===== config.mk =====
export PLATFORM = sky130hd
export DESIGN_NAME = scheduled_hysteresis_thermostat
export DESIGN_NICKNAME = d
export VERILOG_FILES = /design/src/design/sht_pkg.sv /design/src/design/sht_cfg_regs.sv /design/src/design/sht_sched.sv /design/src/design/scheduled_hysteresis_thermostat.sv
export SDC_FILE = /design/constraint.sdc
export NUM_CORES = 1
export LEC_CHECK = 0
export BUFFER_PORTS_ARGS = -buffer_cell sky130_fd_sc_hd__buf_2
export CAP_MARGIN = 5
export CORE_MARGIN = 2
export CORE_UTILIZATION = 25
export DETAILED_ROUTE_END_ITERATION = 10
export GPL_TIMING_DRIVEN = 0
export PLACE_DENSITY = 0.49
export SLEW_MARGIN = 20
export SYNTH_ARGS = -nofsm -noshare
export SYNTH_HDL_FRONTEND = slang
export SYNTH_SLANG_ARGS = --single-unit

===== constraint.sdc =====
create_clock -name aclk -period 14.9 [get_ports aclk]
set_input_delay 2.98 -clock aclk [delete_from_list [all_inputs] [get_ports aclk]]
set_output_delay 2.98 -clock aclk [all_outputs]
set_load 0.05 [all_outputs]

===== src/design/sht_pkg.sv =====
`timescale 1ns / 1ps
// ----------------------------------------------------------------------------
// sht_pkg - shared types and constants of the scheduled thermostat
// widths, register indexes, slot layout and small helper functions
// ----------------------------------------------------------------------------
package sht_pkg;

    // stream and configuration widths
    localparam int IN_DATA_W   = 40;
    localparam int OUT_DATA_W  = 16;
    localparam int CFG_INDEX_W = 3;
    localparam int CFG_DATA_W  = 56;

    // slot layout inside a 28-bit slot
    localparam int SLOT_W        = 28;
    localparam int SLOT_EN_BIT   = 27;
    localparam int SLOTS_PER_DAY = 4;
    localparam int SLOT_REGS     = 4;

    // time of day in minutes, up to 31*60+63
    localparam int MINS_W = 11;

    // manual setpoint clamp limits, tenths of a degree
    localparam logic signed [11:0] SP_MIN = 12'sd50;
    localparam logic signed [11:0] SP_MAX = 12'sd350;

    // reset values
    localparam logic signed [11:0] SETPOINT_RST   = 12'sd200;
    localparam logic [7:0]         HYSTERESIS_RST = 8'd10;
    localparam logic [5:0]         NO_MINUTE      = 6'd63;

    // configuration register indexes
    typedef enum logic [CFG_INDEX_W-1:0] {
        REG_HYSTERESIS   = 3'd0,
        REG_SCHED_ENABLE = 3'd1,
        REG_WEEKDAY_LO   = 3'd2,
        REG_WEEKDAY_HI   = 3'd3,
        REG_WEEKEND_LO   = 3'd4,
        REG_WEEKEND_HI   = 3'd5
    } reg_index_t;

    // configuration state seen by the datapath
    typedef struct packed {
        logic [7:0]                            hysteresis;
        logic                                  sched_on;
        logic [SLOT_REGS-1:0][CFG_DATA_W-1:0]  slot_regs;
    } cfg_t;

    // outcome of the slot search
    typedef struct packed {
        logic               found;
        logic signed [11:0] setpoint;
    } sched_t;

    // hour and minute to minutes of the day, taken as given
    function automatic logic [MINS_W-1:0] day_minutes(input logic [4:0] hour,
                                                      input logic [5:0] minute);
        logic [MINS_W-1:0] hour_mins;
        hour_mins = MINS_W'({hour, 6'b0}) - MINS_W'({hour, 2'b0});
        return hour_mins + MINS_W'(minute);
    endfunction

    // saturate a 16-bit signed slot setpoint into 12 bits
    function automatic logic signed [11:0] sat12(input logic signed [15:0] v);
        logic signed [11:0] r;
        if (v > 16'sd2047) begin
            r = 12'sd2047;
        end else if (v < -16'sd2048) begin
            r = -12'sd2048;
        end else begin
            r = v[11:0];
        end
        return r;
    endfunction

endpackage


===== src/design/sht_cfg_regs.sv =====
`timescale 1ns / 1ps
// ----------------------------------------------------------------------------
// sht_cfg_regs - configuration register file
// hysteresis, schedule enable and the four packed slot registers
// ----------------------------------------------------------------------------
module sht_cfg_regs (
    input  logic                               aclk,
    input  logic                               aresetn,
    input  logic                               cfg_valid,
    output logic                               cfg_ready,
    input  logic [sht_pkg::CFG_INDEX_W-1:0]    cfg_index,
    input  logic [sht_pkg::CFG_DATA_W-1:0]     cfg_data,
    output sht_pkg::cfg_t                      cfg
);

    sht_pkg::cfg_t cfg_reg;

    assign cfg_ready = 1'b1;
    assign cfg       = cfg_reg;

    always_ff @(posedge aclk) begin
        if (!aresetn) begin
            cfg_reg.hysteresis   <= sht_pkg::HYSTERESIS_RST;
            cfg_reg.sched_on     <= 1'b0;
            cfg_reg.slot_regs    <= '0;
        end else if (cfg_valid) begin
            unique case (sht_pkg::reg_index_t'(cfg_index))
                sht_pkg::REG_HYSTERESIS:   cfg_reg.hysteresis   <= cfg_data[7:0];
                sht_pkg::REG_SCHED_ENABLE: cfg_reg.sched_on     <= cfg_data[0];
                sht_pkg::REG_WEEKDAY_LO:   cfg_reg.slot_regs[0] <= cfg_data;
                sht_pkg::REG_WEEKDAY_HI:   cfg_reg.slot_regs[1] <= cfg_data;
                sht_pkg::REG_WEEKEND_LO:   cfg_reg.slot_regs[2] <= cfg_data;
                sht_pkg::REG_WEEKEND_HI:   cfg_reg.slot_regs[3] <= cfg_data;
                default: ;
            endcase
        end
    end

endmodule


===== src/design/sht_sched.sv =====
`timescale 1ns / 1ps
// ----------------------------------------------------------------------------
// sht_sched - schedule slot search
// finds the latest enabled slot of the day's set at or before now
// ----------------------------------------------------------------------------
module sht_sched (
    input  sht_pkg::cfg_t    cfg,
    input  logic [4:0]       hour,
    input  logic [5:0]       minute,
    input  logic [2:0]       weekday,
    output sht_pkg::sched_t  sched
);

    logic                                weekend;
    logic [sht_pkg::MINS_W-1:0]          now_mins;
    logic [sht_pkg::SLOT_W-1:0]          slot [sht_pkg::SLOTS_PER_DAY];
    logic [sht_pkg::MINS_W-1:0]          slot_time [sht_pkg::SLOTS_PER_DAY];

    // monday..friday use the weekday set, anything else the weekend set
    assign weekend  = !((weekday >= 3'd2) && (weekday <= 3'd6));
    assign now_mins = sht_pkg::day_minutes(hour, minute);

    always_comb begin
        logic [sht_pkg::CFG_DATA_W-1:0] r;
        for (int i = 0; i < sht_pkg::SLOTS_PER_DAY; i++) begin
            r = cfg.slot_regs[{weekend, 1'(i >> 1)}];
            slot[i] = (i % 2 == 1) ? r[2*sht_pkg::SLOT_W-1:sht_pkg::SLOT_W]
                                   : r[sht_pkg::SLOT_W-1:0];
            slot_time[i] = sht_pkg::day_minutes(slot[i][26:22], slot[i][21:16]);
        end
    end

    // later slots win ties
    always_comb begin
        logic [sht_pkg::MINS_W-1:0] best_mins;
        logic [15:0]                best_sp;
        logic                       found;
        best_mins = '0;
        best_sp   = '0;
        found     = 1'b0;
        for (int i = 0; i < sht_pkg::SLOTS_PER_DAY; i++) begin
            if (slot[i][sht_pkg::SLOT_EN_BIT] && (slot_time[i] <= now_mins) &&
                (slot_time[i] >= best_mins)) begin
                best_mins = slot_time[i];
                best_sp   = slot[i][15:0];
                found     = 1'b1;
            end
        end
        sched.found    = found;
        sched.setpoint = sht_pkg::sat12($signed(best_sp));
    end

endmodule


===== src/design/scheduled_hysteresis_thermostat.sv =====
`timescale 1ns / 1ps
// ----------------------------------------------------------------------------
// scheduled_hysteresis_thermostat - heat/cool thermostat with time schedule
// hysteresis relay control plus weekday/weekend setpoint schedule
// ----------------------------------------------------------------------------
//
//  channel   direction  handshake            content
//  s_        in         s_tvalid/s_tready    tick or manual word
//  m_        out        m_tvalid/m_tready    relay, setpoint, override word
//  cfg_      in         cfg_valid/cfg_ready  register index and write data
//
//  one word per cycle sustained while m_tready stays high; a result word is
//  offered once its word has passed the input and then the result register
//  the rate is set by the single pass from input register to result register
//  reset (aresetn low, synchronous) empties both registers and restores state
//  a stalled result holds; the input register still drains into it when
//  m_tready is high in the same cycle, so s_tready stays high under flow
//
module scheduled_hysteresis_thermostat (
    input  logic                               aclk,
    input  logic                               aresetn,
    // input stream
    input  logic                               s_tvalid,
    output logic                               s_tready,
    // [11:0] temperature, [16:12] hour, [22:17] minute, [25:23] weekday,
    // [37:26] manual_setpoint, [39:38] zero
    input  logic [sht_pkg::IN_DATA_W-1:0]      s_tdata,
    // [0] func
    input  logic                               s_tuser,
    // result stream
    output logic                               m_tvalid,
    input  logic                               m_tready,
    // [0] heating_on, [1] cooling_on, [13:2] setpoint_now,
    // [14] override_active, [15] zero
    output logic [sht_pkg::OUT_DATA_W-1:0]     m_tdata,
    // configuration writes
    input  logic                               cfg_valid,
    output logic                               cfg_ready,
    input  logic [sht_pkg::CFG_INDEX_W-1:0]    cfg_index,
    input  logic [sht_pkg::CFG_DATA_W-1:0]     cfg_data
);

    // configuration
    sht_pkg::cfg_t   cfg;
    sht_pkg::sched_t sched;

    // input register
    logic                                in_valid_reg;
    logic                                in_func_reg;
    logic [sht_pkg::IN_DATA_W-1:0]       in_data_reg;

    // thermostat state
    logic signed [11:0] setpoint_reg,     setpoint_next;
    logic               override_reg,     override_next;
    logic [5:0]         seen_minute_reg,  seen_minute_next;
    logic               heat_reg,         heat_next;
    logic               cool_reg,         cool_next;

    // result register
    logic                                out_valid_reg;
    logic [sht_pkg::OUT_DATA_W-1:0]      out_data_reg;

    // unpacked fields of the held word
    logic signed [11:0] temperature;
    logic [4:0]         hour;
    logic [5:0]         minute;
    logic [2:0]         weekday;
    logic signed [11:0] manual_sp;

    logic               fire;
    logic signed [13:0] temp_ext;
    logic signed [13:0] band_lo;
    logic signed [13:0] band_hi;

    sht_cfg_regs u_cfg_regs (
        .aclk      (aclk),
        .aresetn   (aresetn),
        .cfg_valid (cfg_valid),
        .cfg_ready (cfg_ready),
        .cfg_index (cfg_index),
        .cfg_data  (cfg_data),
        .cfg       (cfg)
    );

    assign temperature = in_data_reg[11:0];
    assign hour        = in_data_reg[16:12];
    assign minute      = in_data_reg[22:17];
    assign weekday     = in_data_reg[25:23];
    assign manual_sp   = in_data_reg[37:26];

    sht_sched u_sched (
        .cfg     (cfg),
        .hour    (hour),
        .minute  (minute),
        .weekday (weekday),
        .sched   (sched)
    );

    // the held word moves on when the result register is free or draining
    assign fire     = in_valid_reg && (!out_valid_reg || m_tready);
    assign s_tready = !in_valid_reg || fire;
    assign m_tvalid = out_valid_reg;
    assign m_tdata  = out_data_reg;

    // band edges are setpoint -/+ hysteresis/2, truncated
    assign temp_ext = {{2{temperature[11]}}, temperature};
    assign band_lo  = $signed({{2{setpoint_reg[11]}}, setpoint_reg})
                    - $signed({7'b0, cfg.hysteresis[7:1]});
    assign band_hi  = $signed({{2{setpoint_reg[11]}}, setpoint_reg})
                    + $signed({7'b0, cfg.hysteresis[7:1]});

    always_comb begin
        setpoint_next    = setpoint_reg;
        override_next    = override_reg;
        seen_minute_next = seen_minute_reg;
        heat_next        = heat_reg;
        cool_next        = cool_reg;
        if (!in_func_reg) begin
            // tick: hysteresis on the setpoint as it stands
            if (temp_ext < band_lo) begin
                heat_next = 1'b1;
                cool_next = 1'b0;
            end else if (temp_ext > band_hi) begin
                heat_next = 1'b0;
                cool_next = 1'b1;
            end
            // schedule once per new minute
            if (minute != seen_minute_reg) begin
                seen_minute_next = minute;
                if (cfg.sched_on && sched.found) begin
                    if (!override_reg) begin
                        setpoint_next = sched.setpoint;
                        override_next = 1'b0;
                    end else if (setpoint_reg == sched.setpoint) begin
                        // manual value caught up with the schedule
                        override_next = 1'b0;
                    end
                end
            end
        end else begin
            // manual entry: clamp low first, high limit wins
            setpoint_next = manual_sp;
            if (setpoint_next < sht_pkg::SP_MIN) begin
                setpoint_next = sht_pkg::SP_MIN;
            end
            if (setpoint_next > sht_pkg::SP_MAX) begin
                setpoint_next = sht_pkg::SP_MAX;
            end
            override_next = 1'b1;
        end
    end

    // input register
    always_ff @(posedge aclk) begin
        if (!aresetn) begin
            in_valid_reg <= 1'b0;
        end else if (s_tready) begin
            in_valid_reg <= s_tvalid;
        end
    end

    always_ff @(posedge aclk) begin
        if (s_tvalid && s_tready) begin
            in_func_reg <= s_tuser;
            in_data_reg <= s_tdata;
        end
    end

    // state and result register
    always_ff @(posedge aclk) begin
        if (!aresetn) begin
            setpoint_reg    <= sht_pkg::SETPOINT_RST;
            override_reg    <= 1'b0;
            seen_minute_reg <= sht_pkg::NO_MINUTE;
            heat_reg        <= 1'b0;
            cool_reg        <= 1'b0;
            out_valid_reg   <= 1'b0;
        end else begin
            if (fire) begin
                setpoint_reg    <= setpoint_next;
                override_reg    <= override_next;
                seen_minute_reg <= seen_minute_next;
                heat_reg        <= heat_next;
                cool_reg        <= cool_next;
                out_valid_reg   <= 1'b1;
            end else if (m_tready) begin
                out_valid_reg <= 1'b0;
            end
        end
    end

    always_ff @(posedge aclk) begin
        if (fire) begin
            out_data_reg <= {1'b0, override_next, setpoint_next, cool_next, heat_next};
        end
    end

    // relays are never both on
    assert property (@(posedge aclk) disable iff (!aresetn)
        !(heat_reg && cool_reg))
        else $error("heat and cool relays both on");

    // a manual word sets the override and leaves the relays alone
    assert property (@(posedge aclk) disable iff (!aresetn)
        (fire && in_func_reg) |=> (override_reg && $stable(heat_reg) && $stable(cool_reg)))
        else $error("manual word did not set override or moved relays");

    // a manual setpoint lands at or below the upper clamp limit
    assert property (@(posedge aclk) disable iff (!aresetn)
        (fire && in_func_reg) |=> (setpoint_reg <= sht_pkg::SP_MAX))
        else $error("manual setpoint above upper limit");

    // every processed word yields a result
    assert property (@(posedge aclk) disable iff (!aresetn)
        fire |=> m_tvalid)
        else $error("processed word without result");

    // the output word's relay and override bits mirror the state they were built from
    assert property (@(posedge aclk) disable iff (!aresetn)
        fire |=> (m_tdata[0] == heat_reg && m_tdata[1] == cool_reg &&
                  m_tdata[14] == override_reg))
        else $error("result word differs from state");

endmodule

* Yosys cells after proc, flatten, opt, wreduce, memory -nomap -nowiden
Cells that the tools add are included.
W data, S select, Z words.
** Cells by class
- $add $sub $neg :: 12
- $lt $le $gt $ge :: 18
- Eq/ne operators :: 7
- Multiplexer cells :: 37
- Bitwise gates (word level) :: 1
- Reduce and logical (&&, ||, !) cells :: 26
** Operator list (count)
- $mux W56 :: 4
- $mux W12 :: 9
- $mux W16 :: 4
- $add A11 B6 Y11 :: 5
- $sub A11 B7 Y11 :: 5
- $le A11 B11 Y1 :: 4
- $ge A11 B11 Y1 :: 3
- $mux W11 :: 3
- $mux W1 :: 17
- $gt A16 B12 Y1 const B :: 1
- $lt A16 B12 Y1 const B :: 1
- $add A12 B8 Y13 :: 1
- $gt A12 B13 Y1 :: 1
- $lt A12 B13 Y1 :: 1
- $sub A12 B8 Y13 :: 1
- $eq A12 B12 Y1 :: 1
- $gt A12 B10 Y1 const B :: 1
- $logic_and A1 B1 Y1 :: 12
- $lt A12 B7 Y1 const B :: 1
- $reduce_and A2 Y1 :: 6
- $ge A11 B1 Y1 const B :: 1
- $eq A3 B2 Y1 const B :: 2
- $eq A3 B3 Y1 const B :: 2
- $lt A2 B3 Y1 const B :: 2
- 10 further kinds :: 13
** Word-level totals
- Bits in registers :: 310
- Bits of input ports :: 105
- Output and inout port bits :: 19
- Logic and storage cells :: 117

* Depth between registers and ports, before layout
- Word-level depth :: 29
- Gate-level depth with buffers :: 65
- Depth with buffers taken out :: 48

* Cells and area by module
A second synthesis with hierarchy kept.
** Unflattened totals
- Cell total of the unflattened synthesis :: 1996
- Area total of the unflattened synthesis :: 18072.3 sq um
** Modules (own cells, without submodules)
- sht_cfg_regs :: instances 1, cells an instance 823, area an instance 8498.2 sq um, seq. area each 4664.5 sq um
- sht_sched :: instances 1, cells an instance 737, area an instance 5043.6 sq um, seq. area each 0.0 sq um
- scheduled_hysteresis_thermostat :: instances 1, cells an instance 436, area an instance 4530.6 sq um, seq. area each 2082.0 sq um

* Least setup slack after synthesis
OpenSTA, ideal clock, no wires.
- Kind :: register -> register
- From :: register in_data_reg[25] (netlist bit)
- To :: register out_data_reg (netlist bit m_tdata[14]), data pin
- Setup time :: 0.268 ns
- Arrival :: 12.642 ns
- Data required time :: 14.632 ns
- Path slack :: 1.990 ns
- Cell stages (with the launch flop) :: 61
- Buffers on the path :: 16
- Clock period less this slack :: 12.910 ns
- Path through :: edfxtp_1 -> and2b_1 -> nor2_2 -> buf_2 -> buf_4 -> buf_4 -> buf_4 -> buf_4 -> buf_4 -> buf_4 -> buf_2 -> clkbuf_1 -> nand2_1 -> nand2_1 -> ha_1 -> a31oi_1 -> o21bai_1 -> a21oi_1 -> [... 25 more ...] -> or2_1 -> buf_4 -> buf_2 -> clkbuf_1 -> o22ai_1 -> ha_1 -> o21a_1 -> o211ai_1 -> a222oi_1 -> o21a_1 -> nand2_1 -> a221oi_2 -> nand4_2 -> o21ai_4 -> o221a_4 -> o31ai_2 -> nor4_2 -> a31oi_1
** On the way
- Longest elaborated chain between the ends :: 28
- Elaborated cells on any way between the ends :: 53
- Those cells by class :: add/sub (8); order compare (12); eq/ne (1); mux (22); reduce/logical (10)
** Ends and longest elaborated chain
- start, declared :: RTL line scheduled_hysteresis_thermostat.sv:50 : logic [sht_pkg::IN_DATA_W-1:0] in_data_reg;
- start signal, assigned :: RTL line scheduled_hysteresis_thermostat.sv:165 : in_data_reg <= s_tdata;
- $ge A3 B2 Y1 or $le A3 B3 Y1 (tied branches) :: RTL line sht_sched.sv:20 : assign weekend = !((weekday >= 3'd2) && (weekday <= 3'd6));
- $logic_and A1 B1 Y1 (*) :: RTL line sht_sched.sv:20
- $mux W56 (implied by the code) (2 in a row) :: RTL line sht_sched.sv:26 : r = cfg.slot_regs[{weekend, 1'(i >> 1)}];
- $sub A11 B7 Y11 :: RTL line sht_pkg.sv:59 : hour_mins = MINS_W'({hour, 6'b0}) - MINS_W'({hour, 2'b0});
- $add A11 B6 Y11 :: RTL line sht_pkg.sv:60 : return hour_mins + MINS_W'(minute);
- $le A11 B11 Y1 :: RTL line sht_sched.sv:42 : if (slot[i][sht_pkg::SLOT_EN_BIT] && (slot_time[i] <= now_mins) &&
- $logic_and A1 B1 Y1 (2 in a row) :: RTL line sht_sched.sv:42
- $mux W11 :: RTL line sht_sched.sv:42
- [... 11 more ...]
- $mux W12 :: RTL line sht_pkg.sv:66 : if (v > 16'sd2047) begin
- $eq A12 B12 Y1 :: RTL line scheduled_hysteresis_thermostat.sv:134 : end else if (setpoint_reg == sched.setpoint) begin
- $mux W1 :: RTL line scheduled_hysteresis_thermostat.sv:134
- $mux W1 :: RTL line scheduled_hysteresis_thermostat.sv:131 : if (!override_reg) begin
- $mux W1 (*) :: RTL line scheduled_hysteresis_thermostat.sv:130 : if (cfg.sched_on && sched.found) begin
- $mux W1 (*) :: RTL line scheduled_hysteresis_thermostat.sv:128 : if (minute != seen_minute_reg) begin
- $mux W1 (*) :: RTL line scheduled_hysteresis_thermostat.sv:118 : if (!in_func_reg) begin
- via override_next :: RTL line scheduled_hysteresis_thermostat.sv:54 : logic override_reg, override_next;
- end signal, assigned :: RTL line scheduled_hysteresis_thermostat.sv:194 : out_data_reg <= {1'b0, override_next, setpoint_next, cool_next, heat_next};
- end, declared :: RTL line scheduled_hysteresis_thermostat.sv:61 : logic [sht_pkg::OUT_DATA_W-1:0] out_data_reg;
The timed path passes the listed nets; every way through them passes the cells marked *. The select of a mux whose other input is x is not followed.
A chain may end at the register's enable or synchronous reset.

* Worst setup path in the final report
Same ends and word-level chain as after synthesis.

==> out/results.txt <==
Achievable Freq - 0.07067 GHz
Seq/Total Area, Yosys - 37.06%
First-pass GRT wire length - 98,640 µm
Total Power Consumption - 2.304 mW
Clock skew - 33.10 ps
Cell taking the most area after synthesis - dfxtp_1
Seq pwr share - 38.9%
Gr usage total - 17.34%
Post-Synth Adder-Cell Area - 9.981%
Slowest cell delay on critical path - 470 ps
Max VDD drop - 0.08153 mV
Clock sinks - 309
Worst reg2reg setup slack - 750 ps
Max Slew Vio Count - 0
WP data arrival - 14,440 ps
Post-Synth Simple-Gate Area - 21.35%
Post-synthesis xor/xnor area fraction - 2.557%
P&R area growth vs syn - 18.65%
Sw Pwr - 0.6763 mW
TritonRoute pass-1 iters - 5
Ports - 124
Die Height - 273.5 µm
Final setup violation count - 0
Final Net Count - 2,584
RSZ-0062 raised after global routing - no
Starting utilization of the core area - 25.31%
Post-Syn Area per Cell - 8.342 µm²
Core Util, Final - 30.03%
Crit Path Max Fanout - 28
Clock buffer depth - 3
Worst-Margin Slew - 1233 ps
P_int - 1.628 mW
Clock Power Share - 42.5%
Final wirelength - 65,720 µm
Sw Share - 29.35%
Root buffer cell - clkbuf_16
Grt ovf - 0
PortBufs - 117
Top FF cell, synth - dfxtp_1
Initial antenna violation count - 9
Gpl congestion - 0.8928
Worst skew pair latency - 580 ps
Site Rows - 98
Clk slew on worst S/H paths - 60 ps
Vias - 16.19k
Synth area leaders - dfxtp_1 28%, nand2_1 13%, ha_1 9.6%, a21boi_0 9.3%, edfxtp_1 8.9%
Post-DP HPWL - 51,040 µm
Pwr Density - 107.0 nW/µm²
Post-synth ARST share - 0%
Number of flops mapped to enable cells by yosys - 54
Final Hold Fails - 0
Critical path class - flip-flop to flip-flop
Share of layout cells above drive strength 1 - 12.20%
Most frequent cell after synthesis - nand2_1
Vias per inst - 4.879
Worst hold path class - flip-flop to flip-flop
Multiplexer share of the synthesized area - 3.660%
Leakage - 8.028 nW
Tcrit/Tclk final - 94.96%
CP Launch Type - flip-flop
Crit path buffers/inverters - 12
Top Family by Delay on Critical Path - compound AO/OA/AOI/OAI gates
Final ANT Viol Nets - 0
Total of max-cap violations - 0
Synth unique cells - 103
Combinational Power Share - 18.6%
Hold bufs inserted after CTS - 0
Number of flip-flops in the largest register - 232
# diodes - 0
Wire length per cell - 19.81 µm
DRT iter0 DRCs - 1,218
Slew headroom - 16.51%
Post-layout minimum cycle time - 14,150 ps
Number of global-route vias before repair - 16.14k
Status - complete, no violations
Crit-path most repeated cell - ha_1
Num CTS Buffers - 39
Largest net degree at the start of global routing - 25
Critical Path RT - 15,190 ps
Share of the synthesized area in the top cell type - 28.12%
Post-Syn Nets - 2,423
Largest family of logic cells by synthesized area - simple AND/OR/NAND/NOR gates
Syn. warnings - 0
Max stage delay cell, worst path - a222oi_1
H-tree levels - 2
Die area - 74,780 µm²
Area of the core - 71,730 µm²
Cell area after synthesis - 18,150 µm²
Compound-Gate Fraction of Synth Area - 21.19%
CTS tree - yes
Cells after Synth - 2,176
Crit path capture type - flip-flop
Synth cell count leaders - 643 x nand2_1, 255 x dfxtp_1, 224 x a21boi_0
Die W - 273.5 µm
Drc violations - 0
Flop and latch count out of synthesis - 309
[worst reg2reg max path, delay by kind of cell, from the launching register on]
| family | cells | cell delay, ps |
|---|---|---|
| xor+xnor | 1 | 220 |
| buf+inv | 12 | 3130 |
| fa+ha+maj | 6 | 1620 |
| flops | 1 | 440 |
| mux | 1 | 260 |
| compound gates | 23 | 5560 |
| simple gates | 15 | 2660 |
[stage by stage]
step | std cells | area (µm²) | setup TNS, ps | hold WS, ps | setup slack [ps]
3_3_place_gp | 3243 | 19930 | -68310 | 450.7 | -3058
4_1_cts | 3319 | 21460 | 0 | 463.6 | 70.17
6_report | 3318 | 21540 | 0 | 460.9 | 750.4
3_5_place_dp | 3244 | 19960 | -70520 | 454.6 | -3180
5_1_grt | 3318 | 21540 | 0 | 480.5 | 107.1
2_1_floorplan | 2176 | 18150 | 0 | 439.0 | 1990
[final cells by class]
cell class                      instances  area [µm²]
Buffer                                119       599.3
Clock buffer                           52        1096
Clock inverter                         20       222.7
Fill cell                            7571       50190
Inverter                               47       176.4
Multi-Input combinational cell       1695       10840
Sequential cell                       309        6726
Tap cell                              950        1189
Timing Repair Buffer                  126       685.7
[routing by layer]
metal | routed length, µm | up-vias | share of wire, % | track usage [%]
met2 | 30330 | 428 | 46 | 29.05
met3 | 3978 | 113 | 6.1 | 3.246
met5 | 102 | - | 0.16 | 0
met1 | 29450 | 7770 | 45 | 22.28
li1 | - | 7861 | - | -
met4 | 1859 | 16 | 2.8 | 5.882
[timing repair]
action | CTS | global route
setup endpoints to repair | 26 | 26
pin swaps | 6 | 3
setup buffers | 6 | 2
resized for setup | 37 | 17
[final timing paths]
check                                     endpoint  cells after the start               start
worst min register to register  u_cfg_regs.cfg[66]                      2  u_cfg_regs.cfg[66]
worst max-delay path                   m_tdata[14]                     58     in_data_reg[25]
worst min-delay path            u_cfg_regs.cfg[66]                      2  u_cfg_regs.cfg[66]
worst max register to register         m_tdata[14]                     58     in_data_reg[25]
[power groups by stage]
stage               registers, mW  clock network [mW]  logic (mW)
finish                      0.896               0.980       0.428
global route                0.899                1.03       0.473
CTS                         0.897               0.998       0.422
detailed placement          0.914                   0       0.412
global placement            0.914                   0       0.401
floorplan                   0.915                   0       0.272
[cell usage in the layout (no fill, tap or decap), types with 40 or more instances in the layout]
cell,count
inv_1,45
ha_1,140
a21boi_0,224
dfxtp_1,255
nor2_1,88
clkbuf_16,40
nand2_1,642
a21oi_1,60
buf_2,121
o21ai_0,44
mux2i_1,63
clkbuf_1,89
edfxtp_1,54
[cell families after synthesis]
logic type / count (synthesis)
buffers and inverters: 172
adders and majority gates: 144
muxes: 66
xor gates and xnor gates: 53
other: 2
AOI/OAI and AO/OA: 515
DFF: 309
and+or+nand+nor: 915
(Power assumes the default switching activity.)
